### src/rtl/som_pkg.sv
// Shared types and fixed field widths for the segmentation overlap metrics unit.
// No dependencies; imported by every module of the block.
package som_pkg;

  // Fixed widths of the result fields
  localparam int CNT_OUT_W = 25;
  localparam int RATIO_W   = 17;
  localparam int MASK_W    = 4;

  // Result packing: six counts, four ratios, the undefined mask, padded to bytes
  localparam int OUT_USED = 6 * CNT_OUT_W + 4 * RATIO_W + MASK_W;
  localparam int OUT_W    = ((OUT_USED + 7) / 8) * 8;
  localparam int OUT_PAD  = OUT_W - OUT_USED;

  // Snapshot queue between front and back
  localparam int FIFO_DEPTH = 2;

  // Ratio order, also the bit order of the undefined mask
  typedef enum logic [1:0] {
    R_JAC  = 2'd0,
    R_DICE = 2'd1,
    R_SENS = 2'd2,
    R_SPEC = 2'd3
  } ratio_sel_t;

  typedef struct packed {
    logic full;
    logic empty;
  } som_fifo_stat_t;

  typedef struct packed {
    logic busy;
    logic done;
  } som_div_stat_t;

endpackage

### src/rtl/segmentation_overlap_metrics_unit.sv
// Top level of the segmentation overlap metrics unit: voxel stream in, one metrics
// record per volume out. Depends on som_pkg, som_front, som_fifo and som_back.
//
//  channel | dir | handshake            | payload
//  --------+-----+----------------------+--------------------------------------------
//  s_*     | in  | s_tvalid / s_tready  | s_tdata: seg_voxel, ref_voxel; s_tlast: last
//  m_*     | out | m_tvalid / m_tready  | m_tdata: 6 counts, 4 ratios, undefined_mask
//
// Cycles: the front takes one voxel pair a request, every cycle, counting with saturation.
// The last pair of a volume drops a count snapshot into a two-entry queue and clears
// the counts; the front only stalls while that queue is full.
// The four ratios of a volume pass in turn through the single shared divider of the
// back, which produces one quotient bit per cycle.
// Reset (rst, synchronous) clears counts, queue and controllers; a result record holds
// on m_tdata until m_tready takes it, while the front keeps counting the next volume.
module segmentation_overlap_metrics_unit #(
  parameter longint unsigned MAX_VOXELS = 64'd16777216,
  parameter int FRAC_BITS = 16,
  parameter int VOXEL_BITS = 16
) (
  input  logic clk,
  input  logic rst,
  // request in
  input  logic s_tvalid,
  output logic s_tready,
  // [VOXEL_BITS-1:0] seg_voxel, [2*VOXEL_BITS-1:VOXEL_BITS] ref_voxel, zero pad
  input  logic [((2*VOXEL_BITS+7)/8)*8-1:0] s_tdata,
  input  logic s_tlast,
  // result out
  output logic m_tvalid,
  input  logic m_tready,
  // size_seg, size_ref, true_pos, false_pos, false_neg, true_neg (25 each),
  // jaccard, dice, sensitivity, specificity (17 each), undefined_mask (4), zero pad
  output logic [som_pkg::OUT_W-1:0] m_tdata
);
  import som_pkg::*;

  // count width that can hold the saturation bound itself
  localparam int CNT_W  = $clog2(MAX_VOXELS + 1);
  localparam int SNAP_W = 4 * CNT_W;

  logic [VOXEL_BITS-1:0] seg_voxel, ref_voxel;
  logic                  push, pop;
  logic [SNAP_W-1:0]     push_data, snap_data;
  som_fifo_stat_t        fstat;

  // unpack the request payload
  assign seg_voxel = s_tdata[VOXEL_BITS-1:0];
  assign ref_voxel = s_tdata[2*VOXEL_BITS-1:VOXEL_BITS];

  som_front #(
    .MAX_VOXELS (MAX_VOXELS),
    .CNT_W      (CNT_W),
    .VOXEL_BITS (VOXEL_BITS)
  ) u_front (
    .clk        (clk),
    .rst        (rst),
    .s_tvalid   (s_tvalid),
    .s_tready   (s_tready),
    .seg_voxel  (seg_voxel),
    .ref_voxel  (ref_voxel),
    .last_voxel (s_tlast),
    .fstat      (fstat),
    .push       (push),
    .push_data  (push_data)
  );

  som_fifo #(
    .WIDTH (SNAP_W)
  ) u_fifo (
    .clk       (clk),
    .rst       (rst),
    .push      (push),
    .push_data (push_data),
    .pop       (pop),
    .pop_data  (snap_data),
    .stat      (fstat)
  );

  som_back #(
    .CNT_W     (CNT_W),
    .FRAC_BITS (FRAC_BITS)
  ) u_back (
    .clk       (clk),
    .rst       (rst),
    .fstat     (fstat),
    .snap_data (snap_data),
    .pop       (pop),
    .m_tvalid  (m_tvalid),
    .m_tready  (m_tready),
    .m_tdata   (m_tdata)
  );

endmodule

### src/rtl/som_front.sv
// Front end: classifies voxel pairs and keeps the saturating volume counts.
// Depends on som_pkg; pushes one count snapshot per volume into som_fifo.
module som_front #(
  parameter longint unsigned MAX_VOXELS = 64'd16777216,
  parameter int CNT_W = 25,
  parameter int VOXEL_BITS = 16
) (
  input  logic                  clk,
  input  logic                  rst,
  input  logic                  s_tvalid,
  output logic                  s_tready,
  input  logic [VOXEL_BITS-1:0] seg_voxel,
  input  logic [VOXEL_BITS-1:0] ref_voxel,
  input  logic                  last_voxel,
  input  som_pkg::som_fifo_stat_t fstat,
  output logic                  push,
  output logic [4*CNT_W-1:0]    push_data
);
  import som_pkg::*;

  localparam logic [CNT_W-1:0] MAX_C = CNT_W'(MAX_VOXELS);

  logic [CNT_W-1:0] total_cnt, seg_cnt, ref_cnt, both_cnt;
  logic [CNT_W-1:0] total_next, seg_next, ref_next, both_next;
  logic             seg_fg, ref_fg, accept;

  // Foreground: nonzero with the sign bit clear
  assign seg_fg = (seg_voxel != '0) && !seg_voxel[VOXEL_BITS-1];
  assign ref_fg = (ref_voxel != '0) && !ref_voxel[VOXEL_BITS-1];

  assign s_tready = !fstat.full;
  assign accept   = s_tvalid && s_tready;

  always_comb begin
    total_next = (total_cnt >= MAX_C) ? MAX_C : total_cnt + 1'b1;
    seg_next   = seg_cnt;
    ref_next   = ref_cnt;
    both_next  = both_cnt;
    if (seg_fg) begin
      seg_next = (seg_cnt >= MAX_C) ? MAX_C : seg_cnt + 1'b1;
    end
    if (ref_fg) begin
      ref_next = (ref_cnt >= MAX_C) ? MAX_C : ref_cnt + 1'b1;
    end
    if (seg_fg && ref_fg) begin
      both_next = (both_cnt >= MAX_C) ? MAX_C : both_cnt + 1'b1;
    end
  end

  assign push      = accept && last_voxel;
  assign push_data = {both_next, ref_next, seg_next, total_next};

  always_ff @(posedge clk) begin
    if (rst) begin
      total_cnt <= '0;
      seg_cnt   <= '0;
      ref_cnt   <= '0;
      both_cnt  <= '0;
    end else if (accept) begin
      if (last_voxel) begin
        total_cnt <= '0;
        seg_cnt   <= '0;
        ref_cnt   <= '0;
        both_cnt  <= '0;
      end else begin
        total_cnt <= total_next;
        seg_cnt   <= seg_next;
        ref_cnt   <= ref_next;
        both_cnt  <= both_next;
      end
    end
  end

endmodule

### src/rtl/som_fifo.sv
// Short snapshot queue between the counting front end and the ratio back end.
// Depends on som_pkg for the depth and the status struct.
module som_fifo #(
  parameter int WIDTH = 100
) (
  input  logic                    clk,
  input  logic                    rst,
  input  logic                    push,
  input  logic [WIDTH-1:0]        push_data,
  input  logic                    pop,
  output logic [WIDTH-1:0]        pop_data,
  output som_pkg::som_fifo_stat_t stat
);
  import som_pkg::*;

  localparam int PTR_W = (FIFO_DEPTH > 1) ? $clog2(FIFO_DEPTH) : 1;
  localparam int CNT_W = $clog2(FIFO_DEPTH + 1);

  logic [WIDTH-1:0] entry [FIFO_DEPTH];
  logic [PTR_W-1:0] wr_ptr, rd_ptr;
  logic [CNT_W-1:0] count;

  assign stat.full  = (count == CNT_W'(FIFO_DEPTH));
  assign stat.empty = (count == '0);
  assign pop_data   = entry[rd_ptr];

  always_ff @(posedge clk) begin
    if (push) begin
      entry[wr_ptr] <= push_data;
    end
  end

  always_ff @(posedge clk) begin
    if (rst) begin
      wr_ptr <= '0;
      rd_ptr <= '0;
      count  <= '0;
    end else begin
      if (push) begin
        wr_ptr <= (wr_ptr == PTR_W'(FIFO_DEPTH - 1)) ? '0 : wr_ptr + 1'b1;
      end
      if (pop) begin
        rd_ptr <= (rd_ptr == PTR_W'(FIFO_DEPTH - 1)) ? '0 : rd_ptr + 1'b1;
      end
      if (push && !pop) begin
        count <= count + 1'b1;
      end else if (pop && !push) begin
        count <= count - 1'b1;
      end
    end
  end

`ifndef SYNTH
  a_no_overflow: assert property (@(posedge clk) disable iff (rst)
    push |-> (!stat.full || pop))
    else $error("snapshot queue written while full");
  a_no_underflow: assert property (@(posedge clk) disable iff (rst)
    pop |-> !stat.empty)
    else $error("snapshot queue read while empty");
`endif

endmodule

### src/rtl/som_div.sv
// Restoring fixed-point divider, one quotient bit per cycle.
// Depends on som_pkg for the status struct; used by som_back.
module som_div #(
  parameter int W = 27,
  parameter int FRAC_BITS = 16
) (
  input  logic                  clk,
  input  logic                  rst,
  input  logic                  start,
  input  logic [W-1:0]          num,
  input  logic [W-1:0]          den,
  output logic [FRAC_BITS:0]    quot,
  output som_pkg::som_div_stat_t stat
);
  import som_pkg::*;

  localparam int QW    = FRAC_BITS + 1;
  localparam int STEPW = $clog2(FRAC_BITS + 1);

  logic [W-1:0]     rem, dvs, rem_sh;
  logic [QW-1:0]    q;
  logic [STEPW-1:0] steps;
  logic             busy, done;

  assign rem_sh    = {rem[W-2:0], 1'b0};
  assign quot      = q;
  assign stat.busy = busy;
  assign stat.done = done;

  always_ff @(posedge clk) begin
    if (start) begin
      dvs <= den;
      // integer bit: numerator never exceeds the denominator
      if (num >= den) begin
        rem <= num - den;
        q   <= QW'(1);
      end else begin
        rem <= num;
        q   <= '0;
      end
    end else if (busy) begin
      if (rem_sh >= dvs) begin
        rem <= rem_sh - dvs;
        q   <= {q[QW-2:0], 1'b1};
      end else begin
        rem <= rem_sh;
        q   <= {q[QW-2:0], 1'b0};
      end
    end
  end

  always_ff @(posedge clk) begin
    if (rst) begin
      busy  <= 1'b0;
      done  <= 1'b0;
      steps <= '0;
    end else begin
      done <= 1'b0;
      if (start) begin
        busy  <= 1'b1;
        steps <= STEPW'(FRAC_BITS);
      end else if (busy) begin
        steps <= steps - 1'b1;
        if (steps == STEPW'(1)) begin
          busy <= 1'b0;
          done <= 1'b1;
        end
      end
    end
  end

`ifndef SYNTH
  a_done_after_busy: assert property (@(posedge clk) disable iff (rst)
    done |-> $past(busy))
    else $error("divider finished without running");
`endif

endmodule

### src/rtl/som_back.sv
// Back end: turns a count snapshot into TP/FP/FN/TN and four fixed-point ratios.
// Depends on som_pkg and som_div; reads snapshots from som_fifo.
module som_back #(
  parameter int CNT_W = 25,
  parameter int FRAC_BITS = 16
) (
  input  logic                    clk,
  input  logic                    rst,
  input  som_pkg::som_fifo_stat_t fstat,
  input  logic [4*CNT_W-1:0]      snap_data,
  output logic                    pop,
  output logic                    m_tvalid,
  input  logic                    m_tready,
  output logic [som_pkg::OUT_W-1:0] m_tdata
);
  import som_pkg::*;

  localparam int W = CNT_W + 2;

  typedef enum logic [5:0] {
    S_IDLE  = 6'b000001,
    S_PREP  = 6'b000010,
    S_TN    = 6'b000100,
    S_ISSUE = 6'b001000,
    S_WAIT  = 6'b010000,
    S_HOLD  = 6'b100000
  } state_t;

  state_t state, state_next;

  logic [CNT_W-1:0]   total_s, seg_s, ref_s, both_s;
  logic [CNT_W-1:0]   fp_r, fn_r, tn_r;
  logic [W-1:0]       jac_den, dice_num, dice_den;
  logic [W-1:0]       sel_num, sel_den;
  ratio_sel_t         idx;
  logic               den_zero;
  logic [RATIO_W-1:0] ratio [4];
  logic [MASK_W-1:0]  undef_mask;
  logic               div_start;
  logic [FRAC_BITS:0] div_q;
  som_div_stat_t      div_stat;

  assign pop       = (state == S_IDLE) && !fstat.empty;
  assign div_start = (state == S_ISSUE);
  assign m_tvalid  = (state == S_HOLD);

  // Operand select for the shared divider
  always_comb begin
    case (idx)
      R_JAC: begin
        sel_num = W'(both_s);
        sel_den = jac_den;
      end
      R_DICE: begin
        sel_num = dice_num;
        sel_den = dice_den;
      end
      R_SENS: begin
        sel_num = W'(both_s);
        sel_den = W'(ref_s);
      end
      R_SPEC: begin
        sel_num = W'(tn_r);
        sel_den = W'(tn_r) + W'(fp_r);
      end
      default: begin
        sel_num = '0;
        sel_den = '0;
      end
    endcase
  end

  always_comb begin
    state_next = state;
    case (state)
      S_IDLE:  if (!fstat.empty) state_next = S_PREP;
      S_PREP:  state_next = S_TN;
      S_TN:    state_next = S_ISSUE;
      S_ISSUE: state_next = S_WAIT;
      S_WAIT: begin
        if (div_stat.done) begin
          state_next = (idx == R_SPEC) ? S_HOLD : S_ISSUE;
        end
      end
      S_HOLD:  if (m_tready) state_next = S_IDLE;
      default: state_next = S_IDLE;
    endcase
  end

  always_ff @(posedge clk) begin
    if (rst) begin
      state <= S_IDLE;
    end else begin
      state <= state_next;
    end
  end

  always_ff @(posedge clk) begin
    case (state)
      S_IDLE: begin
        if (!fstat.empty) begin
          {both_s, ref_s, seg_s, total_s} <= snap_data;
        end
      end
      S_PREP: begin
        fp_r       <= seg_s - both_s;
        fn_r       <= ref_s - both_s;
        jac_den    <= W'(seg_s) + W'(ref_s) - W'(both_s);
        dice_num   <= W'(both_s) << 1;
        dice_den   <= W'(seg_s) + W'(ref_s);
        undef_mask <= '0;
      end
      S_TN: begin
        // clamp at zero when saturation pushes the foreground union past the total
        tn_r <= (W'(total_s) > jac_den) ? CNT_W'(W'(total_s) - jac_den) : '0;
        idx  <= R_JAC;
      end
      S_ISSUE: begin
        den_zero <= (sel_den == '0);
      end
      S_WAIT: begin
        if (div_stat.done) begin
          ratio[idx]      <= den_zero ? '0 : RATIO_W'(div_q);
          undef_mask[idx] <= den_zero;
          if (idx != R_SPEC) begin
            idx <= ratio_sel_t'(idx + 2'd1);
          end
        end
      end
      default: ;
    endcase
  end

  som_div #(
    .W         (W),
    .FRAC_BITS (FRAC_BITS)
  ) u_div (
    .clk   (clk),
    .rst   (rst),
    .start (div_start),
    .num   (sel_num),
    .den   (sel_den),
    .quot  (div_q),
    .stat  (div_stat)
  );

  assign m_tdata = {{OUT_PAD{1'b0}}, undef_mask,
                    ratio[R_SPEC], ratio[R_SENS], ratio[R_DICE], ratio[R_JAC],
                    CNT_OUT_W'(tn_r), CNT_OUT_W'(fn_r), CNT_OUT_W'(fp_r),
                    CNT_OUT_W'(both_s), CNT_OUT_W'(ref_s), CNT_OUT_W'(seg_s)};

`ifndef SYNTH
  a_start_idle_div: assert property (@(posedge clk) disable iff (rst)
    div_start |-> !div_stat.busy)
    else $error("divider started while busy");
  a_undef_zero: assert property (@(posedge clk) disable iff (rst)
    (m_tvalid && undef_mask[R_JAC]) |-> (ratio[R_JAC] == '0))
    else $error("undefined ratio reported as nonzero");
  a_result_held: assert property (@(posedge clk) disable iff (rst)
    (m_tvalid && !m_tready) |=> m_tvalid)
    else $error("result dropped before it was taken");
`endif

endmodule

### config.mk
export PLATFORM = sky130hd
export DESIGN_NAME = segmentation_overlap_metrics_unit
export DESIGN_NICKNAME = d
export VERILOG_FILES = /design/src/rtl/som_pkg.sv /design/src/rtl/segmentation_overlap_metrics_unit.sv /design/src/rtl/som_front.sv /design/src/rtl/som_fifo.sv /design/src/rtl/som_div.sv /design/src/rtl/som_back.sv
export SDC_FILE = /design/constraint.sdc
export NUM_CORES = 1
export LEC_CHECK = 0
export BUFFER_PORTS_ARGS = -buffer_cell sky130_fd_sc_hd__buf_4
export CAP_MARGIN = 0
export CORE_MARGIN = 1.5
export CORE_UTILIZATION = 45
export DETAILED_ROUTE_END_ITERATION = 10
export PLACE_DENSITY = 0.58
export SLEW_MARGIN = 25
export SYNTH_ARGS = -nofsm -noshare
export SYNTH_HDL_FRONTEND = slang
export SYNTH_SLANG_ARGS = --single-unit
export TNS_END_PERCENT = 20
### constraint.sdc
create_clock -name clk -period 14.5 [get_ports clk]
set_input_delay 2.175 -clock clk [delete_from_list [all_inputs] [get_ports clk]]
set_output_delay 2.175 -clock clk [all_outputs]
set_load 0.01 [all_outputs]
* Word-level counts from Yosys, hierarchy flattened
Memory sizes are Yosys's and may differ from the RTL's. A register that Yosys moved wholly into a read port is not among the register bits.
Cells that the tools add are included.
** Storage, ports and cells
- Register bits after elaboration :: 348
- Bits in writable memories :: 268
- Input port bits :: 37
- Output and inout port bits :: 226
- Word-level logic and storage cells :: 152
- Memories kept :: 2
** Memories
- u_fifo.entry :: words 2, bits a word 100, rd ports 1, clocked after Yosys merged registers in 1, wr ports 1, RTL line som_fifo.sv:19 : logic [WIDTH-1:0] entry [FIFO_DEPTH];
- u_back.ratio :: words 4, bits a word 17, rd ports 4, clocked after Yosys merged registers in 0, wr ports 1, RTL line som_back.sv:37 : logic [RATIO_W-1:0] ratio [4];
** Operators by class
- $add $sub $neg :: 18
- Order comparisons :: 9
- Eq/ne operators :: 16
- Multiplexer cells :: 50
- Bitwise operators :: 2
- Reductions and logical operators :: 31
** Operator list (number)
- 25-bit 2-to-1 mux :: 11
- 27-bit one-hot mux with 4 select lines :: 1
- 26-bit 2-to-1 mux :: 4
- 25-bit by 1-bit adder with 25-bit output, second input constant :: 4
- 25-bit greater-or-equal comparator, second input constant :: 4
- 27-bit one-hot mux with 3 select lines :: 1
- 25-bit subtractor :: 3
- 27-bit greater-or-equal comparator :: 2
- 25-bit by 25-bit adder with 26-bit output :: 2
- 26-bit subtractor :: 2
- 17-bit 2-to-1 mux :: 3
- 6-bit one-hot mux with 6 select lines :: 1
- 16-bit nonzero test :: 2
- 25-bit by 27-bit greater-than comparator with 1-bit output :: 1
- 27-bit logical NOT :: 1
- 27-bit by 25-bit subtractor with 27-bit output :: 1
- 6-bit 2-to-1 mux :: 4
- 1-bit 2-to-1 mux :: 14
- 5-bit 2-to-1 mux :: 2
- 1-bit logical AND :: 9
- 2-bit 2-to-1 mux :: 4
- 4-bit one-hot mux with 2 select lines :: 1
- 2-bit nonzero test :: 4
- 2-bit equality test, second input constant :: 3
- 27 further kinds :: 42

* Depth between registers and ports, before layout
- Depth in word-level cells :: 8
- Mapped depth :: 23
- Mapped depth without buffers :: 22

* Hierarchy
A second synthesis with hierarchy kept.
** Second synthesis, totals
- Cell total of the unflattened synthesis :: 3699
- Area, all modules :: 39795.7 um2
** By module, submodules not included
- som_back :: instances 1, cells each 1666, area each 18890.6 um2, sequential area each 9969.6 um2
- som_fifo :: instances 1, cells each 333, area each 7459.7 um2, sequential area each 6105.9 um2
- som_front :: instances 1, cells each 1011, area each 7211.9 um2, sequential area each 2001.9 um2
- som_div :: instances 1, cells each 689, area each 6233.5 um2, sequential area each 2242.2 um2

* Worst setup path before layout
OpenSTA, ideal clock, no wires.
- Path kind :: input port to flip-flop
- From :: input s_tvalid
- To :: memory u_fifo.entry[0][0], enable pin
- Setup time :: 0.560 ns
- Data arrival time :: 6.849 ns
- Required time :: 13.940 ns
- Path slack :: 7.092 ns
- Stages on the path :: 4
- Path buffers :: 1
- Cells stage by stage :: and2_1 -> clkbuf_1 -> nand2_1 -> nor2_1
** Between the ends
- Cells in the longest elaborated chain, start to end :: 4
** RTL lines
- start, declared :: RTL line segmentation_overlap_metrics_unit.sv:24 : input logic s_tvalid,
- 1-bit logical AND :: RTL line som_front.sv:32 : assign accept = s_tvalid && s_tready;
- 1-bit logical AND :: RTL line som_front.sv:50 : assign push = accept && last_voxel;
- 1-bit 2-to-1 mux :: RTL line som_fifo.sv:28 : if (push) begin
- 1-bit 2-to-1 mux (implied by the code) :: RTL line som_fifo.sv:29 : entry[wr_ptr] <= push_data;
- end, declared :: RTL line som_fifo.sv:19
Every way passes these cells.

* Worst setup path in the final report
- From :: register u_back.idx[0]
- To :: register u_back.u_div.rem[7] (data pin)
** Between the ends
- Cells in the longest elaborated chain, start to end :: 6
- Elaborated cells on any way between the ends :: 11
- Those cells by class :: add/sub: 1; order compare: 1; eq/ne: 3; mux: 4; reduce/logical: 2
** RTL lines
- start, declared :: RTL line som_back.sv:35 : ratio_sel_t idx;
- start signal, assigned :: RTL line som_back.sv:126 : idx <= ratio_sel_t'(idx + 2'd1);
- 2-bit equality test / 2-bit logical NOT (equally long branches) :: RTL line som_back.sv:49 : case (idx)
- 2-bit OR reduction (no line)
- 27-bit one-hot mux with 3 select lines :: RTL line som_back.sv:49
- 26-bit subtractor / 27-bit greater-or-equal comparator (equally long branches) :: RTL line som_div.sv:35, som_div.sv:34
- 26-bit 2-to-1 mux * :: RTL line som_div.sv:34 : if (num >= den) begin
- 26-bit 2-to-1 mux * :: RTL line som_div.sv:31 : if (start) begin
- end signal, assigned :: RTL line som_div.sv:35 : rem <= num - den;
- end signal, assigned :: RTL line som_div.sv:38 : rem <= num;
- end signal, assigned :: RTL line som_div.sv:43 : rem <= rem_sh - dvs;
- end, declared :: RTL line som_div.sv:20 : logic [W-1:0] rem, dvs, rem_sh;
Every way passes the cells marked *; elsewhere a longest branch is shown, timed or not. The select of a mux whose other input is x is not followed.
A chain may end at the register's enable or synchronous reset.

==> flow_metrics.env <==
export IMPL_routed_via_density=5.646
export IMPL_place_hpwl_um=80760
export IMPL_setup_worst_path_start="u_back.idx[0]"
export IMPL_cts_clk_slew_worst_paths_ns=0.06
export IMPL_die_w_um=293.5
export IMPL_synth_edf_count=598
export IMPL_drv_slew=0
export IMPL_grt_max_degree=78
export IMPL_setup_violations=0
export IMPL_grt_pass1_vias=26130
export IMPL_cts_root_buf="clkbuf_16"
export IMPL_crit_path_cell_trace="inv_1 -> ha_2 -> buf_4 -> or2_2 -> a22oi_1 -> o21ai_0 -> ha_1 -> nor2b_1 -> o31a_1 -> o2111ai_1 -> a21oi_1 -> a211oi_2 -> o21ai_1 -> a22oi_2 -> buf_4 -> nor2_1 -> a211oi_1 -> a21oi_1"
export IMPL_dieArea_mm2=0.08614
export IMPL_slew_headroom=0.2772
export IMPL_clkPwrFrac=0.234
export IMPL_cp_buffers_inverters=3
export IMPL_synthArstFlopShare=0
export IMPL_drive_above_1_share=0.1492
export IMPL_dr_pass1_iters=6
export IMPL_cp_max_fo=51
export IMPL_antenna_cells=0
export IMPL_p_int_w=0.005358
export IMPL_finalCritPeriodShare=0.3910
export IMPL_grtUsageMet3=0.02610
export IMPL_cts_tree="done"
export IMPL_synth_ff_type="edfxtp_1"
export IMPL_cts_buffers=78
export IMPL_synth_seq_cells=715
export IMPL_rows=106
export IMPL_worstPathRequired_ns=14.84
export IMPL_tightest_slew_ns=1.057
export IMPL_power_density_mw_per_mm2=196.1
export IMPL_status="completed"
export IMPL_final_core_util=0.5234
export IMPL_use_met2=0.4106
export IMPL_grt_ovfl_total=0
export IMPL_cp_top_family="compound AO/OA/AOI/OAI gates"
export IMPL_ys_types=89
export IMPL_core_area_mm2=0.08356
export IMPL_swShare=0.3751
export IMPL_ir_drop_mv=0.1278
export IMPL_grt_busiest_layer="met2"
export IMPL_startpoint_type="register"
export IMPL_arrival_ns=6.01
export IMPL_cts_sinks=715
export IMPL_tns_ns=0
export IMPL_fin_crit_ns=5.670
export IMPL_hold_viol_final=0
export IMPL_min_from="u_front.both_cnt[19]"
export IMPL_grt_pass1_wl_um=160700
export IMPL_cts_resized=0
export IMPL_dr_first_iter_drc_count=2425
export IMPL_finalClockSkew_ns=0.02527
export IMPL_p_leak_nw=16.73
export IMPL_initial_utilization=0.4545
export IMPL_clock_tree_buffer_depth=3
export IMPL_syn2layout_area_growth_pct=15.17
export IMPL_fmax_ghz=0.1764
export IMPL_place_congestion=0.9549
export IMPL_grt_antenna_before_repair=6
export IMPL_clock_latency_ns=0.64
export IMPL_wl_per_cell_um=22.31
export IMPL_yosys_warnings=0
export IMPL_syn_area_mm2=0.03797
export IMPL_nets=3936
export IMPL_share_comb_of_total_power=0.408
export IMPL_track_usage=0.2472
export IMPL_htreeDepth=3
export IMPL_total_power_w=0.008574
export IMPL_ctsHoldBuffers=0
export IMPL_drv_cap=0
export IMPL_reg2reg_from="u_back.idx[0]"
export IMPL_ioPinCount=263
export IMPL_io_buffers=260
export IMPL_syn_area_per_cell_um2=11.09
export IMPL_stdcell_area_mm2=0.04373
export IMPL_ant_nets=0
export IMPL_place_area_mm2=0.04113
export IMPL_crit_path_end_kind="register"
export IMPL_path_class="register to register"
export IMPL_crit_slowest_cell="or2_2"
export IMPL_p_sw_w=0.003216
export IMPL_slowest_delay_ns=0.56
export IMPL_drc_errors=0
export IMPL_rsz0062_at_grt="no"
export IMPL_seq_power_share=0.358
export IMPL_post_cts_buffers=0
export IMPL_min_path_type="register to register"
export IMPL_synthCells=3423
export IMPL_vias=27220
export IMPL_finalWirelength_um=107500
export IMPL_ys_seq_area_frac=0.5346
export IMPL_grt_use_met1=0.3332
export IMPL_fp_dieH_um=293.5
sequential cells by signal (all words and copies together), names as in the netlist, 6 cells and up:
| signal | count |
|---|---|
| u_back.u_div.quot | 17 |
| u_front.seg_cnt | 25 |
| u_front.ref_cnt | 25 |
| u_back.fp_r | 25 |
| u_back.ratio | 68 |
| u_back.tn_r | 25 |
| u_back.state | 6 |
| u_back.dice_num | 25 |
| u_back.both_s | 25 |
| u_back.u_div.dvs | 27 |
| u_back.dice_den | 26 |
| u_back.fn_r | 25 |
| u_back.u_div.rem | 26 |
| u_back.seg_s | 25 |
| u_front.both_cnt | 25 |
| u_front.total_cnt | 25 |
| u_back.ref_s | 25 |
| u_fifo.entry | 200 |
| u_back.jac_den | 27 |
| u_back.total_s | 25 |
per-layer routing:
metal | part of all wire | wire length, um
met5 | 0 | 0
met2 | 0.48 | 51090
met3 | 0.054 | 5808
met4 | 0.036 | 3851
met1 | 0.43 | 46770
final timing paths:
path	depth (start not counted)	slack, ns	to
min	2	0.50	u_front.both_cnt[19]
max reg2reg	18	8.83	u_back.u_div.rem[7]
max	18	8.83	u_back.u_div.rem[7]
min reg2reg	2	0.50	u_front.both_cnt[19]
stage by stage:
stage,setup slack (ns),std cells,hold slack [ns]
floorplan,7.092,3424,0.4684
global placement,9.017,4674,0.4887
detailed placement,8.901,4675,0.4976
CTS,8.861,4820,0.5076
global route,8.323,4820,0.5292
finish,8.830,4820,0.5023
final cells by class:
| class | instances | area (um^2) |
|---|---|---|
| clock inverters | 45 | 493.0 |
| clock buffers | 100 | 2096 |
| flip-flops and latches | 715 | 20300 |
| repair buffers | 290 | 2185 |
| inverters | 202 | 765.7 |
| fillers | 7501 | 39820 |
| well taps | 1080 | 1351 |
| multi-input cells | 2388 | 16540 |
placed cells by master (no fill, tap or decap), types with 15 or more instances in the layout:
cell type / n
clkbuf_16: 79
dfxtp_1: 116
or3_1: 35
xnor2_1: 142
o21bai_1: 25
nor2b_1: 49
nor3_1: 68
clkinv_1: 18
buf_4: 288
o21a_1: 35
mux2_2: 105
nor4_1: 21
a221oi_1: 18
or2_2: 15
mux2i_1: 30
nand4_1: 30
a31oi_1: 20
and3_1: 43
a211oi_1: 31
a21oi_1: 200
xor2_1: 77
edfxtp_1: 598
nand2_1: 193
o211ai_1: 17
a21o_1: 68
a22oi_1: 106
nand3_1: 71
nor2_1: 346
o21ai_0: 163
nand2b_1: 24
ha_1: 213
clkbuf_1: 17
inv_1: 199
and2_1: 29
tightest hold or removal path, delay by kind of cell (launching register included):
kind            cells  cell delay, ns
compound gates      1            0.08
flops               1            0.33
simple gates        1            0.05
synthesized netlist by cell type, types with 8 or more instances:
cell	count	area, um^2
edfxtp_1	598	17960
a22oi_1	107	803.3
nor2_1	350	1314
nand3_1	71	355.3
nand2_1	194	728.2
dfxtp_1	117	2342
a21oi_1	200	1001
a211oi_1	31	232.7
xor2_1	77	674.4
or2_2	15	93.84
o31ai_1	13	97.59
nand2b_1	25	156.4
inv_1	201	754.5
and3_1	44	275.3
xnor2_1	142	1244
clkbuf_1	99	371.6
nor3_1	68	340.3
fa_1	8	160.2
nor2b_1	49	306.5
o21ai_0	163	815.8
o21a_1	35	262.8
a31oi_1	20	125.1
o31a_1	10	87.58
o211ai_1	17	127.6
or3_1	35	219.0
buf_1	14	52.55
o22ai_1	8	50.05
o21bai_1	25	187.7
a21o_1	68	510.5
or4_1	11	82.58
a21boi_0	12	90.09
and2_1	29	181.4
ha_1	216	2703
a221o_1	9	90.09
nor4_1	21	131.4
mux2i_1	30	300.3
nand3b_1	10	75.07
a221oi_1	18	157.7
nand4_1	30	187.7
mux2_2	105	1182
cells by family after synthesis:
logic type,share of synthesized area
AND/OR/NAND/NOR,0.1235
flip-flops,0.5346
adder cells (fa/ha/maj),0.07539
XOR/XNOR,0.05051
buffers and inverters,0.03206
AO/OA/AOI/OAI,0.1448
other,0.00009876
multiplexers,0.03905
power by group through the flow:
stage / registers, W / clock network (W) / logic [W]
CTS: 0.00306 / 0.00205 / 0.00349
global placement: 0.00311 / 0 / 0.00346
global route: 0.00307 / 0.00213 / 0.00388
detailed placement: 0.00310 / 0 / 0.00347
floorplan: 0.00293 / 0 / 0.00252
finish: 0.00307 / 0.00201 / 0.00350
Power figures use the tool's default switching activity.
